File: src/rtl/core/fcpa_pkg.sv
// ----------------------------------------------------------------------------
// fcpa_pkg
// Shared types and constants of the frame cadence phase accumulator: payload
// structs of both channels, the register set and the command codes.
// ----------------------------------------------------------------------------
package fcpa_pkg;

	// Field widths
	localparam int PERIOD_W   = 24;
	localparam int WEIGHT_W   = 17;
	localparam int ADV_W      = 4;
	localparam int TS_W       = 64;
	localparam int CMD_W      = 2;
	localparam int CFG_IDX_W  = 3;
	localparam int CFG_DATA_W = 24;
	localparam int MUL_W      = PERIOD_W + WEIGHT_W;

	// Command codes
	localparam logic [CMD_W-1:0] CMD_OBSERVE = 2'd0;
	localparam logic [CMD_W-1:0] CMD_REFRESH = 2'd1;
	localparam logic [CMD_W-1:0] CMD_RESTART = 2'd2;

	// Register indexes
	localparam logic [CFG_IDX_W-1:0] REG_DISPLAY_PERIOD = 3'd0;
	localparam logic [CFG_IDX_W-1:0] REG_INITIAL_PERIOD = 3'd1;
	localparam logic [CFG_IDX_W-1:0] REG_MIN_PERIOD     = 3'd2;
	localparam logic [CFG_IDX_W-1:0] REG_MAX_PERIOD     = 3'd3;
	localparam logic [CFG_IDX_W-1:0] REG_WEIGHT         = 3'd4;
	localparam logic [CFG_IDX_W-1:0] REG_MAX_ADVANCE    = 3'd5;

	// Register reset values
	localparam logic [PERIOD_W-1:0] RST_DISPLAY_PERIOD = 24'd1093360;
	localparam logic [PERIOD_W-1:0] RST_INITIAL_PERIOD = 24'd1092267;
	localparam logic [PERIOD_W-1:0] RST_MIN_PERIOD     = 24'd262144;
	localparam logic [PERIOD_W-1:0] RST_MAX_PERIOD     = 24'd6553600;
	localparam logic [WEIGHT_W-1:0] RST_WEIGHT         = 17'd6554;
	localparam logic [ADV_W-1:0]    RST_MAX_ADVANCE    = 4'd2;

	// Estimate after reset: initial period clamped to the reset bounds
	localparam logic [PERIOD_W-1:0] EST_RESET = 24'd1092267;

	// Arithmetic constants
	localparam logic [TS_W-1:0]     TS_UNKNOWN  = 64'h8000_0000_0000_0000;
	localparam logic [PERIOD_W-1:0] PERIOD_MAX  = 24'hFF_FFFF;
	localparam logic [WEIGHT_W-1:0] WEIGHT_ONE  = 17'd65536;
	localparam int                  WEIGHT_SH   = 16;
	localparam int                  ROUND_HALF  = 32768;
	localparam int                  DIV_TICKS   = 90;

	typedef struct packed {
		logic [CMD_W-1:0]       cmd;
		logic signed [TS_W-1:0] timestamp;
	} item_t;

	typedef struct packed {
		logic [ADV_W-1:0]    advance_count;
		logic [PERIOD_W-1:0] stream_period;
	} result_t;

	typedef struct packed {
		logic [PERIOD_W-1:0] display_period;
		logic [PERIOD_W-1:0] initial_stream_period;
		logic [PERIOD_W-1:0] min_stream_period;
		logic [PERIOD_W-1:0] max_stream_period;
		logic [WEIGHT_W-1:0] smoothing_weight;
		logic [ADV_W-1:0]    max_advance;
	} cfg_t;

endpackage

File: src/rtl/core/fcpa_cfg.sv
// ----------------------------------------------------------------------------
// fcpa_cfg
// Configuration register file. Takes one write per transfer, always ready;
// indexes past the register list are dropped.
// ----------------------------------------------------------------------------
module fcpa_cfg (
	input  logic                            clk,
	input  logic                            arst_n,
	input  logic                            cfg_valid,
	output logic                            cfg_ready,
	input  logic [fcpa_pkg::CFG_IDX_W-1:0]  cfg_index,
	input  logic [fcpa_pkg::CFG_DATA_W-1:0] cfg_data,
	output fcpa_pkg::cfg_t                  cfg
);
	import fcpa_pkg::*;

	cfg_t cfg_q;

	assign cfg_ready = 1'b1;
	assign cfg       = cfg_q;

	// Register writes
	always_ff @(posedge clk or negedge arst_n) begin
		if (!arst_n) begin
			cfg_q.display_period        <= RST_DISPLAY_PERIOD;
			cfg_q.initial_stream_period <= RST_INITIAL_PERIOD;
			cfg_q.min_stream_period     <= RST_MIN_PERIOD;
			cfg_q.max_stream_period     <= RST_MAX_PERIOD;
			cfg_q.smoothing_weight      <= RST_WEIGHT;
			cfg_q.max_advance           <= RST_MAX_ADVANCE;
		end else if (cfg_valid && cfg_ready) begin
			case (cfg_index)
				REG_DISPLAY_PERIOD: cfg_q.display_period        <= cfg_data[PERIOD_W-1:0];
				REG_INITIAL_PERIOD: cfg_q.initial_stream_period <= cfg_data[PERIOD_W-1:0];
				REG_MIN_PERIOD:     cfg_q.min_stream_period     <= cfg_data[PERIOD_W-1:0];
				REG_MAX_PERIOD:     cfg_q.max_stream_period     <= cfg_data[PERIOD_W-1:0];
				REG_WEIGHT:         cfg_q.smoothing_weight      <= cfg_data[WEIGHT_W-1:0];
				REG_MAX_ADVANCE:    cfg_q.max_advance           <= cfg_data[ADV_W-1:0];
				default: begin
				end
			endcase
		end
	end

endmodule

File: src/rtl/core/fcpa_div.sv
// ----------------------------------------------------------------------------
// fcpa_div
// Shared restoring divider, one quotient bit per cycle. Serves both the tick
// to millisecond conversion and the display over stream period ratio.
// ----------------------------------------------------------------------------
module fcpa_div #(
	parameter int DW = 40,
	parameter int VW = 24
) (
	input  logic          clk,
	input  logic          arst_n,
	input  logic          start,
	input  logic [DW-1:0] dividend,
	input  logic [VW-1:0] divisor,
	output logic          done,
	output logic [DW-1:0] quotient
);
	import fcpa_pkg::*;

	localparam int CW = $clog2(DW + 1);

	logic          busy_q;
	logic          done_q;
	logic [CW-1:0] cnt_q;
	logic [VW-1:0] rem_q;
	logic [VW-1:0] dvs_q;
	logic [DW-1:0] qr_q;

	logic [VW:0]   shifted;
	logic [VW:0]   trial;
	logic          take;

	// One restoring step: shift in the next dividend bit, subtract if it fits
	assign shifted = {rem_q, qr_q[DW-1]};
	assign trial   = shifted - {1'b0, dvs_q};
	assign take    = shifted >= {1'b0, dvs_q};

	assign done     = done_q;
	assign quotient = qr_q;

	// Sequencing
	always_ff @(posedge clk or negedge arst_n) begin
		if (!arst_n) begin
			busy_q <= 1'b0;
			done_q <= 1'b0;
			cnt_q  <= '0;
		end else if (start) begin
			busy_q <= 1'b1;
			done_q <= 1'b0;
			cnt_q  <= CW'(DW);
		end else if (busy_q) begin
			cnt_q <= cnt_q - 1'b1;
			if (cnt_q == CW'(1)) begin
				busy_q <= 1'b0;
				done_q <= 1'b1;
			end
		end else begin
			done_q <= 1'b0;
		end
	end

	// Remainder and quotient shift register
	always_ff @(posedge clk) begin
		if (start) begin
			rem_q <= '0;
			dvs_q <= divisor;
			qr_q  <= dividend;
		end else if (busy_q) begin
			rem_q <= take ? trial[VW-1:0] : shifted[VW-1:0];
			qr_q  <= {qr_q[DW-2:0], take};
		end
	end

`ifndef NO_ASSERTIONS
	a_no_restart: assert property (@(posedge clk) disable iff (!arst_n)
		start |-> !busy_q)
		else $error("divider started while busy");
	a_done_idle: assert property (@(posedge clk) disable iff (!arst_n)
		done_q |-> !busy_q)
		else $error("divider done while still iterating");
	a_count_down: assert property (@(posedge clk) disable iff (!arst_n)
		(busy_q && !start) |=> (cnt_q == $past(cnt_q) - 1'b1))
		else $error("divider step count lost");
`endif

endmodule

File: src/rtl/core/fcpa_core.sv
// ----------------------------------------------------------------------------
// fcpa_core
// Sequencer and datapath: period estimator, phase accumulator, one shared
// 24x17 multiplier for the moving average and the shared divider.
// ----------------------------------------------------------------------------
module fcpa_core #(
	parameter int FRAC_BITS = 16
) (
	input  logic              clk,
	input  logic              arst_n,
	input  fcpa_pkg::cfg_t    cfg,
	input  logic              item_valid,
	output logic              item_stall,
	input  fcpa_pkg::item_t   item,
	output logic              result_valid,
	input  logic              result_stall,
	output fcpa_pkg::result_t result
);
	import fcpa_pkg::*;

	// Divisor wide enough for the 1000/60 ms fallback at any fraction width
	localparam int VW = (FRAC_BITS + 5 > PERIOD_W) ? FRAC_BITS + 5 : PERIOD_W;
	localparam int DW = VW + FRAC_BITS;
	localparam logic [VW-1:0] DEF_PERIOD =
		VW'(((64'd1000 << FRAC_BITS) + 64'd30) / 64'd60);
	// Differences at or above this give a sample beyond 24 bits
	localparam logic [TS_W-1:0] SAT_THRESH = 64'(DIV_TICKS) << (PERIOD_W - FRAC_BITS);

	typedef enum logic [8:0] {
		ST_IDLE  = 9'b000000001,
		ST_CHECK = 9'b000000010,
		ST_DIV   = 9'b000000100,
		ST_CLAMP = 9'b000001000,
		ST_MUL1  = 9'b000010000,
		ST_MUL2  = 9'b000100000,
		ST_SUM   = 9'b001000000,
		ST_PHASE = 9'b010000000,
		ST_DONE  = 9'b100000000
	} state_t;

	state_t               state_q;
	logic [PERIOD_W-1:0]  est_q;
	logic [TS_W-1:0]      prev_q;
	logic                 have_prev_q;
	logic [FRAC_BITS-1:0] phase_q;
	logic                 result_valid_q;

	logic [CMD_W-1:0]     cmd_q;
	logic [TS_W-1:0]      diff_q;
	logic [PERIOD_W-1:0]  sample_q;
	logic [MUL_W-1:0]     prod1_q;
	logic [MUL_W-1:0]     prod2_q;
	logic [ADV_W-1:0]     adv_q;
	result_t              result_q;

	logic                 accept;
	logic                 result_free;
	logic                 skip;
	logic                 sat;
	logic [WEIGHT_W-1:0]  w_eff;
	logic [WEIGHT_W-1:0]  w_rest;
	logic [PERIOD_W-1:0]  mul_a;
	logic [WEIGHT_W-1:0]  mul_b;
	logic [MUL_W-1:0]     mul_p;
	logic [MUL_W:0]       blend;
	logic [PERIOD_W-1:0]  restart_est;
	logic [VW-1:0]        stream_div;
	logic [VW-1:0]        disp_div;
	logic                 div_start;
	logic [DW-1:0]        div_dividend;
	logic [VW-1:0]        div_divisor;
	logic                 div_done;
	logic [DW-1:0]        div_quot;
	logic [DW:0]          phase_sum;
	logic [VW:0]          whole;
	logic [ADV_W-1:0]     adv_next;

	function automatic logic [PERIOD_W-1:0] clamp_period(
		input logic [PERIOD_W-1:0] v,
		input logic [PERIOD_W-1:0] lo,
		input logic [PERIOD_W-1:0] hi
	);
		logic [PERIOD_W-1:0] t;
		t = (v < lo) ? lo : v;
		t = (t > hi) ? hi : t;
		return t;
	endfunction

	// Handshake
	assign item_stall   = (state_q != ST_IDLE);
	assign accept       = item_valid && !item_stall;
	assign result_free  = !result_valid_q || !result_stall;
	assign result_valid = result_valid_q;
	assign result       = result_q;

	// Observation checks
	assign skip = (diff_q == '0) || diff_q[TS_W-1];
	assign sat  = (diff_q >= SAT_THRESH);

	// Shared multiplier: new sample by weight, then estimate by complement
	assign w_eff  = (cfg.smoothing_weight > WEIGHT_ONE) ? WEIGHT_ONE : cfg.smoothing_weight;
	assign w_rest = WEIGHT_ONE - w_eff;
	assign mul_a  = (state_q == ST_MUL1) ? sample_q : est_q;
	assign mul_b  = (state_q == ST_MUL1) ? w_eff : w_rest;
	assign mul_p  = MUL_W'(mul_a) * MUL_W'(mul_b);
	assign blend  = {1'b0, prod1_q} + {1'b0, prod2_q} + (MUL_W + 1)'(ROUND_HALF);

	assign restart_est = clamp_period(cfg.initial_stream_period,
		cfg.min_stream_period, cfg.max_stream_period);

	// Divider operands; zero periods fall back to 1000/60 ms
	assign stream_div = (est_q == '0) ? DEF_PERIOD : VW'(est_q);
	assign disp_div   = (cfg.display_period == '0) ? DEF_PERIOD : VW'(cfg.display_period);
	assign div_start  = (accept && item.cmd == CMD_REFRESH) ||
		(state_q == ST_CHECK && !skip && !sat);
	assign div_dividend = (state_q == ST_CHECK) ?
		(DW'(diff_q[30:0]) << FRAC_BITS) : {disp_div, {FRAC_BITS{1'b0}}};
	assign div_divisor  = (state_q == ST_CHECK) ? VW'(DIV_TICKS) : stream_div;

	fcpa_div #(
		.DW (DW),
		.VW (VW)
	) u_div (
		.clk      (clk),
		.arst_n   (arst_n),
		.start    (div_start),
		.dividend (div_dividend),
		.divisor  (div_divisor),
		.done     (div_done),
		.quotient (div_quot)
	);

	// Phase update: whole part limited, only the fraction carried on
	assign phase_sum = {1'b0, div_quot} + (DW + 1)'(phase_q);
	assign whole     = phase_sum[DW:FRAC_BITS];
	assign adv_next  = (whole > (VW + 1)'(cfg.max_advance)) ? cfg.max_advance : whole[ADV_W-1:0];

	// Sequencer and architectural state
	always_ff @(posedge clk or negedge arst_n) begin
		if (!arst_n) begin
			state_q        <= ST_IDLE;
			est_q          <= EST_RESET;
			prev_q         <= '0;
			have_prev_q    <= 1'b0;
			phase_q        <= '0;
			result_valid_q <= 1'b0;
		end else begin
			// the completion step reloads the result register itself
			if (result_valid_q && !result_stall && state_q != ST_DONE) begin
				result_valid_q <= 1'b0;
			end
			case (state_q)
				ST_IDLE: begin
					if (item_valid) begin
						case (item.cmd)
							CMD_OBSERVE: begin
								if ($unsigned(item.timestamp) == TS_UNKNOWN) begin
									state_q <= ST_DONE;
								end else if (!have_prev_q) begin
									prev_q      <= $unsigned(item.timestamp);
									have_prev_q <= 1'b1;
									state_q     <= ST_DONE;
								end else begin
									prev_q  <= $unsigned(item.timestamp);
									state_q <= ST_CHECK;
								end
							end
							CMD_REFRESH: begin
								state_q <= ST_DIV;
							end
							CMD_RESTART: begin
								est_q       <= restart_est;
								prev_q      <= '0;
								have_prev_q <= 1'b0;
								phase_q     <= '0;
								state_q     <= ST_DONE;
							end
							default: begin
								state_q <= ST_DONE;
							end
						endcase
					end
				end
				ST_CHECK: begin
					if (skip) begin
						state_q <= ST_DONE;
					end else if (sat) begin
						state_q <= ST_CLAMP;
					end else begin
						state_q <= ST_DIV;
					end
				end
				ST_DIV: begin
					if (div_done) begin
						state_q <= (cmd_q == CMD_REFRESH) ? ST_PHASE : ST_CLAMP;
					end
				end
				ST_CLAMP: state_q <= ST_MUL1;
				ST_MUL1:  state_q <= ST_MUL2;
				ST_MUL2:  state_q <= ST_SUM;
				ST_SUM: begin
					est_q   <= blend[PERIOD_W+WEIGHT_SH-1:WEIGHT_SH];
					state_q <= ST_DONE;
				end
				ST_PHASE: begin
					phase_q <= phase_sum[FRAC_BITS-1:0];
					state_q <= ST_DONE;
				end
				ST_DONE: begin
					if (result_free) begin
						result_valid_q <= 1'b1;
						state_q        <= ST_IDLE;
					end
				end
				default: state_q <= ST_IDLE;
			endcase
		end
	end

	// Working registers
	always_ff @(posedge clk) begin
		case (state_q)
			ST_IDLE: begin
				if (item_valid) begin
					cmd_q  <= item.cmd;
					adv_q  <= '0;
					diff_q <= $unsigned(item.timestamp) - prev_q;
				end
			end
			ST_CHECK: begin
				if (sat) begin
					sample_q <= PERIOD_MAX;
				end
			end
			ST_DIV: begin
				if (div_done) begin
					sample_q <= div_quot[PERIOD_W-1:0];
				end
			end
			ST_CLAMP: sample_q <= clamp_period(sample_q, cfg.min_stream_period,
				cfg.max_stream_period);
			ST_MUL1:  prod1_q <= mul_p;
			ST_MUL2:  prod2_q <= mul_p;
			ST_PHASE: adv_q <= adv_next;
			ST_DONE: begin
				if (result_free) begin
					result_q.advance_count <= adv_q;
					result_q.stream_period <= est_q;
				end
			end
			default: begin
			end
		endcase
	end

`ifndef NO_ASSERTIONS
	a_div_done_in_div: assert property (@(posedge clk) disable iff (!arst_n)
		div_done |-> (state_q == ST_DIV))
		else $error("divider result outside the divide step");
	a_restart_clears: assert property (@(posedge clk) disable iff (!arst_n)
		(accept && item.cmd == CMD_RESTART) |=> (!have_prev_q && phase_q == '0))
		else $error("restart left timestamp or phase state");
	a_est_source: assert property (@(posedge clk) disable iff (!arst_n)
		!$stable(est_q) |-> ($past(state_q == ST_SUM) || $past(accept)))
		else $error("estimate changed outside blend or restart");
	a_result_from_done: assert property (@(posedge clk) disable iff (!arst_n)
		$rose(result_valid_q) |-> $past(state_q == ST_DONE))
		else $error("result raised outside the completion step");
`endif

endmodule

File: src/rtl/core/frame_cadence_phase_accumulator_top.sv
// ----------------------------------------------------------------------------
// frame_cadence_phase_accumulator_top
// Paces stream frames onto display refreshes: smoothed stream period estimate
// from 90 kHz timestamps and a fixed-point phase that yields frames to advance.
//
//   channel  | direction | handshake              | payload
//   ---------+-----------+------------------------+------------------------
//   item     | in        | item_valid/item_stall  | item_t   (cmd, timestamp)
//   result   | out       | result_valid/stall     | result_t (advance, period)
//   cfg      | in        | cfg_valid/cfg_ready    | cfg_index, cfg_data
//
// One item at a time. Observe steps through check, divide, clamp, first and
// second multiply, sum and done; refresh through divide, phase and done. A
// saturating difference skips the divide; restart, unknown or first timestamps
// and command three go straight to done; skipped differences go check to done.
// The shared divider yields one quotient bit per cycle.
// Reset loads the register defaults and the clamped initial estimate at once.
// A stalled result holds the finished item; the next one is taken meanwhile.
// ----------------------------------------------------------------------------
module frame_cadence_phase_accumulator_top #(
	parameter int FRAC_BITS = 16
) (
	input  logic                            clk,
	input  logic                            arst_n,
	input  logic                            item_valid,
	output logic                            item_stall,
	input  fcpa_pkg::item_t                 item,
	output logic                            result_valid,
	input  logic                            result_stall,
	output fcpa_pkg::result_t               result,
	input  logic                            cfg_valid,
	output logic                            cfg_ready,
	input  logic [fcpa_pkg::CFG_IDX_W-1:0]  cfg_index,
	input  logic [fcpa_pkg::CFG_DATA_W-1:0] cfg_data
);
	import fcpa_pkg::*;

	cfg_t cfg;

	// Register file
	fcpa_cfg u_cfg (
		.clk       (clk),
		.arst_n    (arst_n),
		.cfg_valid (cfg_valid),
		.cfg_ready (cfg_ready),
		.cfg_index (cfg_index),
		.cfg_data  (cfg_data),
		.cfg       (cfg)
	);

	// Estimator, phase and sequencer
	fcpa_core #(
		.FRAC_BITS (FRAC_BITS)
	) u_core (
		.clk          (clk),
		.arst_n       (arst_n),
		.cfg          (cfg),
		.item_valid   (item_valid),
		.item_stall   (item_stall),
		.item         (item),
		.result_valid (result_valid),
		.result_stall (result_stall),
		.result       (result)
	);

endmodule
File: config.mk
export PLATFORM = sky130hd
export DESIGN_NAME = frame_cadence_phase_accumulator_top
export DESIGN_NICKNAME = d
export VERILOG_FILES = /design/src/rtl/core/fcpa_pkg.sv /design/src/rtl/core/fcpa_cfg.sv /design/src/rtl/core/fcpa_div.sv /design/src/rtl/core/fcpa_core.sv /design/src/rtl/core/frame_cadence_phase_accumulator_top.sv
export SDC_FILE = /design/constraint.sdc
export NUM_CORES = 2
export LEC_CHECK = 0
export BUFFER_PORTS_ARGS = -buffer_cell sky130_fd_sc_hd__buf_2
export CAP_MARGIN = 40
export CORE_MARGIN = 5
export CORE_UTILIZATION = 61
export DETAILED_ROUTE_END_ITERATION = 8
export GPL_ROUTABILITY_DRIVEN = 0
export PLACE_DENSITY_LB_ADDON = 0.25
export SYNTH_ARGS = -nofsm -noshare
export SYNTH_HDL_FRONTEND = slang
export SYNTH_SLANG_ARGS = --single-unit
File: constraint.sdc
create_clock -name clk -period 10.6 [get_ports clk]
set_input_delay 0.53 -clock clk [delete_from_list [all_inputs] [get_ports clk]]
set_output_delay 0.53 -clock clk [all_outputs]
set_load 0.01 [all_outputs]
==> reports/metrics.csv <==
stage,metric,value,unit
synthesis,post-synthesis sequential area ratio,0.321,
cts,CTS max path bufs,3,
cells_and_area,layout cells sized above 1,0.109,
die,# IOs,129,
synthesis,#FFs+latches synth,530,
worst_setup_path,"Req. time, crit path",10.97,ns
placement,PortBufs,127,
die,die area,0.0798,sq mm
drt,DRC Markers,0,
sta,Tmin final,9.60,ns
cts,post-cts sizing count,0,
worst_setup_path,R2R cell count,29,
cells_and_area,final std cells w/o fill,5872,
synthesis,syn nets,5587,
die,site row count,100,
worst_setup_path,CP endpoint kind,flop,
drt,DR vias,36728,
placement,placed cell count,5756,
die,DIE WIDTH,283,um
drt,Detailed Routing Iterations Pass 1,7,
cells_and_area,most frequent cells in the layout,"inv_1 (599), nand2_1 (590), ha_1 (390)",
grt,largest net degree at the start of global routing,98,
worst_setup_path,Worst path slowest cell,a22o_1,
worst_setup_path,worst stage delay on the critical path,0.74,ns
sta,# setup viols final,0,
drt,Vias per Instance,6.25,
synthesis,ys flop type,edfxtp_1,
sta,setup TNS,0,ns
grt,gr usage total,0.323,
cts,H-tree levels,2,
worst_setup_path,most frequent cell on the critical path,fa_1,
sta,crit share post-route,0.906,
sta,setup repair after global routing missed its margin,false,
cts,CTS Root Cell,clkbuf_16,
die,Initial Utilization,0.612,
worst_setup_path,kind of critical path,reg -> reg,
sta,Slew @ Worst Pin,0.992,ns
grt,first-pass GRT wire length,202000,um
synthesis,Post-synth EDFFs,266,
die,Die Ht,283,um
cts,Post-CTS Hold Buffers,1,
synthesis,Area contributors post-synth,"edfxtp_1 (18%), fa_1 (15%), dfrtp_1 (11%)",
cts,CTS tree,done,
cells_and_area,# nets final,5666,
cells_and_area,Finished Core Util,0.664,
synthesis,count of cell types in the netlist,87,
cts,setup bufs post-CTS,0,
cts,# clock sinks,530,
cts,Worst-path clk slew,0.06,ns
synthesis,"area leader, netlist",edfxtp_1,
die,Core ar.,0.0741,sq mm
sta,Fin. Hold Viols,0,
cells_and_area,synth-to-layout area growth,8.52,%
drt,Routed WL per cell,22.0,um
grt,initial antenna violation count,13,
synthesis,Mapped Area,0.0453,sq mm
drt,final wirelength,129000,um
synthesis,Yosys warning total,0,
flow_run,Max-Cap Viols,0,
synthesis,top-area cell type share of the netlist area,0.176,
synthesis,"FFs w/ async S/R, synth",0.453,
sta,skew final,0.0347,ns
synthesis,Syn Inst Count,4768,
worst_setup_path,startpoint types,flop,
worst_setup_path,CP max FO,37,
cts,CTS buffer count,56,
sta,Slew HR,0.329,
sta,final-report max-slew violation count,0,
sta,maximum clock rate,0.104,GHz
worst_hold_path,Hold Path Depth,1,
synthesis,Mapped Avg Cell Area,9.50,sq um
grt,vias in the first global route,36303,
drt,Iter 0 DRT Violations,3514,
cts,worst-skew pair later-pin latency,0.64,ns
grt,remaining global-route overflow,0,
status,outcome,"finished, final reports clean",
worst_setup_path,Arrival @ worst endpoint,9.97,ns
worst_hold_path,Worst Hold Class,in -> reg,
drt,Post-DRT Antenna Nets,0,
cells_and_area,"commonest non-fill, non-tap cell in the layout",inv_1,
placement,Final HPWL DP,98500,um
-- per-stage QoR --
stage	hold WS (ns)	cell area [sq um]	setup WS, ns
floorplan	0.234	45300	1.06
global placement	0.405	47200	1.34
detailed placement	0.405	47300	1.19
CTS	0.111	49100	1.15
global route	0.126	49200	0.596
finish	0.126	49200	1.00
-- final timing paths --
check,slack (ns),end,startpoint
max,1.00,u_core.prod2_q[39],u_core.state_q[2]
min in group asynchronous,0.46,u_core.prev_q[8],arst_n
min,0.13,u_core.cmd_q[0],item[64]
min reg2reg,0.43,u_core.result[25],u_core.adv_q[1]
max in group asynchronous,8.04,u_cfg.cfg[80],arst_n
max reg2reg,1.00,u_core.prod2_q[39],u_core.state_q[2]
-- cell families after synthesis --
kind of cell / after synthesis / share of synthesized area
adder cells (fa/ha/maj): 721 / 0.254
AO/OA/AOI/OAI: 988 / 0.148
flip-flops: 530 / 0.321
other: 1 / 0.0000828
AND/OR/NAND/NOR: 1416 / 0.142
buffers and inverters: 792 / 0.0658
XOR/XNOR: 167 / 0.0323
multiplexers: 153 / 0.0370
-- routing by layer --
metal / vias up / part of all wire / track usage
li1: 16633 / - / -
met1: 17756 / 0.39 / 0.425
met2: 1878 / 0.45 / 0.518
met3: 449 / 0.11 / 0.0822
met4: 12 / 0.052 / 0.131
met5: - / 0.00065 / 0
-- critical path: cells and delay by family (launching register included) --
family                   cells  cell delay (ns)
XOR/XNOR                     1             0.17
buffers and inverters        4             0.45
AND/OR/NAND/NOR              7             1.98
flip-flops                   1             0.43
adder cells (fa/ha/maj)      7             3.45
AO/OA/AOI/OAI               10             2.80
-- synth_stat cells, drive strengths merged, types with 46 or more instances --
cell type and count:
mux2 117, edfxtp 266, xnor2 110, nand2 590
nor4 49, inv 600, xor2 57, and2 46
o21ai 180, a22o 65, a21o 122, a21oi 229
clkbuf 180, nor2 376, nor3 68, dfrtp 197
nand3 63, fa 331, ha 390
-- state kept, by name, indices dropped and copies added (netlist names), 2 cells and up --
name / cells
u_core.u_div.quotient: 40
u_core.cmd_q: 2
u_core.prod2_q: 40
u_core.u_div.cnt_q: 6
u_core.u_div.dvs_q: 24
u_core.sample_q: 24
u_core.result: 28
u_core.adv_q: 4
u_core.prod1_q: 40
u_core.diff_q: 64
u_core.phase_q: 16
u_core.u_div.rem_q: 24
u_cfg.cfg: 117
u_core.prev_q: 64
u_core.est_q: 24
u_core.state_q: 9
-- layout make-up --
class | instances | area [sq um]
Sequential cell | 530 | 14500
Inverter | 601 | 2260
Clock buffer | 73 | 1520
Clock inverter | 33 | 318
Tap cell | 969 | 1210
Timing Repair Buffer | 212 | 1360
Multi-Input combinational cell | 3446 | 28000
Antenna cell | 8 | 20.0
Fill cell | 5906 | 24900
Power is not shown: default switching activity piles up to over one toggle a cycle in this logic, so the estimate is an artifact.
